<file path="config.mk">
export PLATFORM = sky130hd
export DESIGN_NAME = lmf_cell
export DESIGN_NICKNAME = d
export VERILOG_FILES = /design/src/design/lmf_pkg.sv /design/src/design/lmf_cell.sv
export SDC_FILE = /design/constraint.sdc
export NUM_CORES = 1
export LEC_CHECK = 0
export BUFFER_PORTS_ARGS = -buffer_cell sky130_fd_sc_hd__buf_2
export CAP_MARGIN = 10
export CELL_PAD_IN_SITES_DETAIL_PLACEMENT = 0
export CELL_PAD_IN_SITES_GLOBAL_PLACEMENT = 1
export CORE_MARGIN = 2
export CORE_UTILIZATION = 28
export DETAILED_ROUTE_END_ITERATION = 6
export PLACE_DENSITY = 0.62
export SYNTH_ARGS = -nofsm -noshare
export SYNTH_HDL_FRONTEND = slang
export SYNTH_SLANG_ARGS = --single-unit
</file>
<file path="constraint.sdc">
create_clock -name clk -period 3.5 [get_ports clk]
set_clock_uncertainty 0.15 [all_clocks]
set_input_delay 0.875 -clock clk [delete_from_list [all_inputs] [get_ports clk]]
set_output_delay 0.875 -clock clk [all_outputs]
set_load 0.02 [all_outputs]
</file>
<file path="src/design/lmf_pkg.sv">
package lmf_pkg;

	localparam int MAX_RADIUS     = 15;
	localparam int SAMPLE_W       = 32;
	localparam int HW_CFG_W       = 4;
	localparam int LINE_POS_W     = 6;
	localparam logic [LINE_POS_W-1:0] POS_MAX = '1;

	typedef struct packed {
		logic signed [SAMPLE_W-1:0] sample_in;
		logic                       line_end_in;
	} lmf_in_t;

	typedef struct packed {
		logic signed [SAMPLE_W-1:0] sample_out;
		logic                       was_filtered;
		logic                       line_end_out;
	} lmf_out_t;

	// control shared by every cell of the row
	typedef struct packed {
		logic shift;
		logic count;
	} lmf_ctl_t;

endpackage

</file>
<file path="src/design/lmf_cell.sv">
module lmf_cell
	import lmf_pkg::*;
#(
	parameter int HW_W  = 4,
	parameter int CNT_W = 5
) (
	input  logic                       clk,
	input  lmf_ctl_t                   ctl,
	input  logic                       active,
	input  logic [HW_W-1:0]            h,
	input  logic signed [SAMPLE_W-1:0] win_in,
	input  logic signed [SAMPLE_W-1:0] circ_in,
	output logic signed [SAMPLE_W-1:0] win,
	output logic signed [SAMPLE_W-1:0] circ,
	output logic                       hit
);

	logic signed [SAMPLE_W-1:0] win_q;
	logic signed [SAMPLE_W-1:0] circ_q;
	logic [CNT_W-1:0]           less_q;
	logic [CNT_W-1:0]           equal_q;
	logic [CNT_W:0]             upper;
	logic [CNT_W:0]             h_ext;

	// own sample stays put, the circulating copy walks past it once per window
	always_ff @(posedge clk) begin
		if (ctl.shift) begin
			win_q   <= win_in;
			circ_q  <= win_in;
			less_q  <= '0;
			equal_q <= '0;
		end else if (ctl.count) begin
			circ_q <= circ_in;
			if (active) begin
				if (circ_q < win_q)
					less_q <= less_q + CNT_W'(1);
				else if (circ_q == win_q)
					equal_q <= equal_q + CNT_W'(1);
			end
		end
	end

	assign upper = {1'b0, less_q} + {1'b0, equal_q};
	assign h_ext = (CNT_W+1)'(h);
	assign hit   = active && ({1'b0, less_q} <= h_ext) && (h_ext < upper);
	assign win   = win_q;
	assign circ  = circ_q;

endmodule

</file>
Word level (Yosys, flattened, before mapping):

Cells that the tools add are included.

* $add $sub $neg: 3
* magnitude comparators: 3
* eq/ne operators: 1
* multiplexer cells: 2
* bitwise operators: 1
* reductions and logical operators: 5

Operator list (count)
* $mux W32: 2
* $eq A32 B32 Y1: 1
* $lt A32 B32 Y1: 1
* $add A5 B1 Y5 const B: 2
* $add A5 B5 Y6: 1
* $lt A4 B6 Y1: 1
* $le A5 B4 Y1: 1
* $reduce_and A4 Y1: 1
* $reduce_and A3 Y1: 1
* $logic_and A1 B1 Y1: 2
* $reduce_bool A2 Y1: 1
* $not A1 Y1: 1

* register bits after elaboration: 74
* input bits: 72
* output and inout bits: 65

Logic depth before layout (Yosys ltp):

* depth after elaboration: 3
* gate-level depth with buffers: 10
* gate-level depth less buffers: 9

Worst setup path before layout:

OpenSTA, ideal clock, no wires.

* path type: register -> output
* start: register equal_q[0]
* end: output port hit
* arrival time: 2535 ps
* slack: -60 ps
* cell stages (with the launch flop): 10
* buffers on the path: 0
* path through: dfxtp_1 -> ha_1 -> inv_1 -> fa_1 -> ha_1 -> a21o_1 -> a21o_1 -> a21oi_1 -> nor4_1 -> nor4b_1

* longest elaborated chain between the ends: 3

Ends and longest elaborated chain
* start, declared: RTL line lmf_cell.sv:21 `logic [CNT_W-1:0] equal_q;`
* start signal, assigned: RTL line lmf_cell.sv:38 `equal_q <= equal_q + CNT_W'(1);`
* $add A5 B5 Y6: RTL line lmf_cell.sv:43 `assign upper = {1'b0, less_q} + {1'b0, equal_q};`
* $lt A4 B6 Y1: RTL line lmf_cell.sv:45 `assign hit = active && ({1'b0, less_q} <= h_ext) && (h_ext < upper);`
* $logic_and A1 B1 Y1: RTL line lmf_cell.sv:45
* end, declared: RTL line lmf_cell.sv:15 `output logic hit`

No other way between the ends.

Worst setup path after layout:

* start: register less_q[0]
* end: output port hit

* longest elaborated chain between the ends: 3
* elaborated cells on any way between the ends: 5
* classes of those cells: add/sub (1); order compare (2); reduce/logical (2)

Ends and longest elaborated chain
* start, declared: RTL line lmf_cell.sv:20 `logic [CNT_W-1:0] less_q;`
* start signal, assigned: RTL line lmf_cell.sv:36 `less_q <= less_q + CNT_W'(1);`
* $add A5 B5 Y6 or $le A5 B4 Y1 (tied branches): RTL line lmf_cell.sv:43, lmf_cell.sv:45
* $lt A4 B6 Y1 or $logic_and A1 B1 Y1 (tied branches): RTL line lmf_cell.sv:45
* $logic_and A1 B1 Y1 (*): RTL line lmf_cell.sv:45

Mark *: on every way between the ends. The rest lies on a longest branch, timed or not.

==> results.md <==
- Clk sink count: 74
- Die area: 15500 µm²
- WP data required: 2.47 ns
- CP most frequent cell: a21o_1
- Cell with the most instances after synthesis: edfxtp_1
- CP arrival: approximately 2.5 ns
- Cts-stage hold buffer count: 0
- Initial DRC Count: 139
- Routed vias: 2973
- DP HPWL: 7590 µm
- Synth Register Bits: 74
- Min cycle time layout: 3.53 ns
- Crit Path Category: reg2out
- Initial core utilization: 0.283
- Hold slack: around 0.38 ns
- Max Cap Viol: 0
- Vias in the first global route: around 3200
- Top delay family on crit path: adder cells
- Count of cell types in the netlist: 39
- Chip Width: 125 µm
- Main synth FF type: edfxtp_1
- Final setup margin: -0.0332 ns
- Total global routing overflow: 0
- Sequential Area: 2120 µm²
- RSZ-0062 raised after global routing: yes
- Worst slew pin tran: 0.503 ns
- Post-synthesis net count: 443
- Largest area contributor in the netlist: edfxtp_1
- Status: finished with violations
- EDFF count, synth: 64
- CTS tree: built
- Mean post-synth cell area: around 13 µm²
- Drt first pass iters: 4
- Failing checks: negative setup slack
- Total GRT Usage: 0.125
- Setup-failing EPs final: 1
- Top post-synthesis cells by count: 64 x edfxtp_1, 46 x ha_1, 41 x inv_1
- Core Area: 14400 µm²
- Slowest stage delay, CP: about 0.45 ns
- WL/cell: 14.4 µm
- Slew margin rel.: 0.665
- Clk_lat worst skew: 0.34 ns
- Area of the multi-input gates: between 1500 and 2000 µm²
- Nets: 590
- Ys async rst share: 0
- Global-route wire length before repair: 15300 µm
- Largest net degree at the start of global routing: 35
- Crit start category: register
- Slowest cell on the critical path: fa_1
- Total CTS buffers: 9
- Root buffer cell: clkbuf_16
- Synthesized cell area: 4070 µm²
- Fraction of layout cells with a size suffix above 1: 0.435
- Crit Path Max Fanout: 2
- Pins Over Slew Limit: 0
- H-tree depth: 3
- CP Cell Sequence: ha_4 > inv_2 > fa_1 > ha_1 > a21o_1 > a21o_1 > a21oi_2 > nor4_1 > nor4b_2 > buf_4
- Final Core Density: 0.371
- Mapped Cells: 324
- Area growth syn-to-layout: 30.8%
- DIE HEIGHT: between 100 and 150 µm
- Maximum clock rate: 283 MHz
- Final worst path period share: 1.01
- Drt total wl: ~9500 µm
- CTS max path bufs: 2
- Clock slew at reported path FFs: about 0.05 ns
- Antenna Nets Post-Route: 0
- Row cnt: 44
- Pwr dens: 463 nW/µm²
- Type of the most critical hold path: reg2reg
- Port bufs: 136
- Synth Warn #: 0
- N_diodes: 0
- Initial antenna violation count: 0
- Crit end category: primary output
- Final hold viol count: 0
- R2R Setup Slk: 0.48 ns
- Fillcell total: 1446
- Yosys top cell area share: 0.472
- Buf/Inv on CP: 2
- Io pins: 137
- Placer Congestion: 0.756
- DRC errors left: 0
- Peak supply drop: about 290 µV
- Leak Pwr: 0.00240 µW
- Post-DR vias/cell: 4.50
- Seq/Total Area, Yosys: 0.521
- Largest cells by area after synthesis: edfxtp_1 47%, ha_1 14%, mux2_2 11%, dfxtp_1 4.9%, inv_1 3.8%
power by group:
group / switching, µW / internal (µW)
Sequential: 40.9 / 1050
Combinational: 291 / 198
Clock: 340 / 553
cells in the final DEF, fill, tap and decap left out, drive strengths merged, types with 2 or more instances in the layout:
master,count
a21o,5
a21oi,17
a41oi,2
buf,143
clkbuf,14
dfxtp,10
edfxtp,64
ha,46
inv,41
mux2,39
mux2i,2
nand2,9
nand2b,7
nand3,2
nand4,13
nor2,13
nor2b,9
nor3,8
nor3b,3
nor4,3
o21ai,11
or2,2
xor2,2
flip-flops by register name, indices dropped and copies added (netlist names):
signal	flops
less_q	5
equal_q	5
circ	32
win	32
path summary, 6_finish.rpt:
kind         cells after the start                    start                      end
min reg2reg                      2  equal_q[1]$_SDFFE_PP0P_  equal_q[1]$_SDFFE_PP0P_
max                             10   less_q[0]$_SDFFE_PP0P_                      hit
max reg2reg                      8       circ[31]$_DFFE_PP_   less_q[3]$_SDFFE_PP0P_
min                              2  equal_q[1]$_SDFFE_PP0P_  equal_q[1]$_SDFFE_PP0P_
layout make-up:
cell class,count,share of cell area
Tap cell,184,0.0432
Clock inverter,2,0.00705
Clock buffer,14,0.0458
Inverter,41,0.0289
Timing Repair Buffer,143,0.141
Sequential cell,74,0.399
Multi-Input combinational cell,202,0.335
tightest hold or removal path, cell delays in order, from the launching register on:
cell and delay, ns:
dfxtp_1 0.35, nand2b_1 0.08, mux2i_1 0.05
layer usage:
| metal | vias up | GRT usage | part of all wire | routed length, µm |
|---|---|---|---|---|
| met5 | - | 0 | 0 | 0 |
| met4 | 0 | 0.0621 | 0.023 | 220 |
| met3 | 15 | 0.0460 | 0.081 | 774 |
| met2 | 96 | 0.207 | 0.47 | 4510 |
| met1 | 1376 | 0.144 | 0.42 | 4000 |
| li1 | 1486 | - | - | - |
cell families after synthesis:
group,after synthesis,synth area share
adders and majority gates,47,0.146
DFF,74,0.521
AOI/OAI and AO/OA,39,0.0608
muxes,41,0.114
xor gates and xnor gates,2,0.00430
buffers and inverters,48,0.0461
and+or+nand+nor,73,0.108
through the flow:
stage	instances	setup slack, ns	total power, µW	instance area (µm²)	setup TNS [ns]
6_report	660	-0.0332	2470	5330	-0.0332
3_3_place_gp	642	0.196	1590	5010	0
3_5_place_dp	642	0.152	1600	5010	0
2_1_floorplan	324	0.205	1410	4080	0
4_1_cts	660	-0.0666	2520	5320	-0.0666
5_1_grt	660	-0.197	2600	5330	-0.197
timing repair:
item	in CTS	in global routing
resized for setup	6	1
setup buffers	2	0
pin swaps	2	0
endpoints found under the hold margin	0	0
endpoints found under the setup margin	1	1
Power figures use the tool's default switching activity.
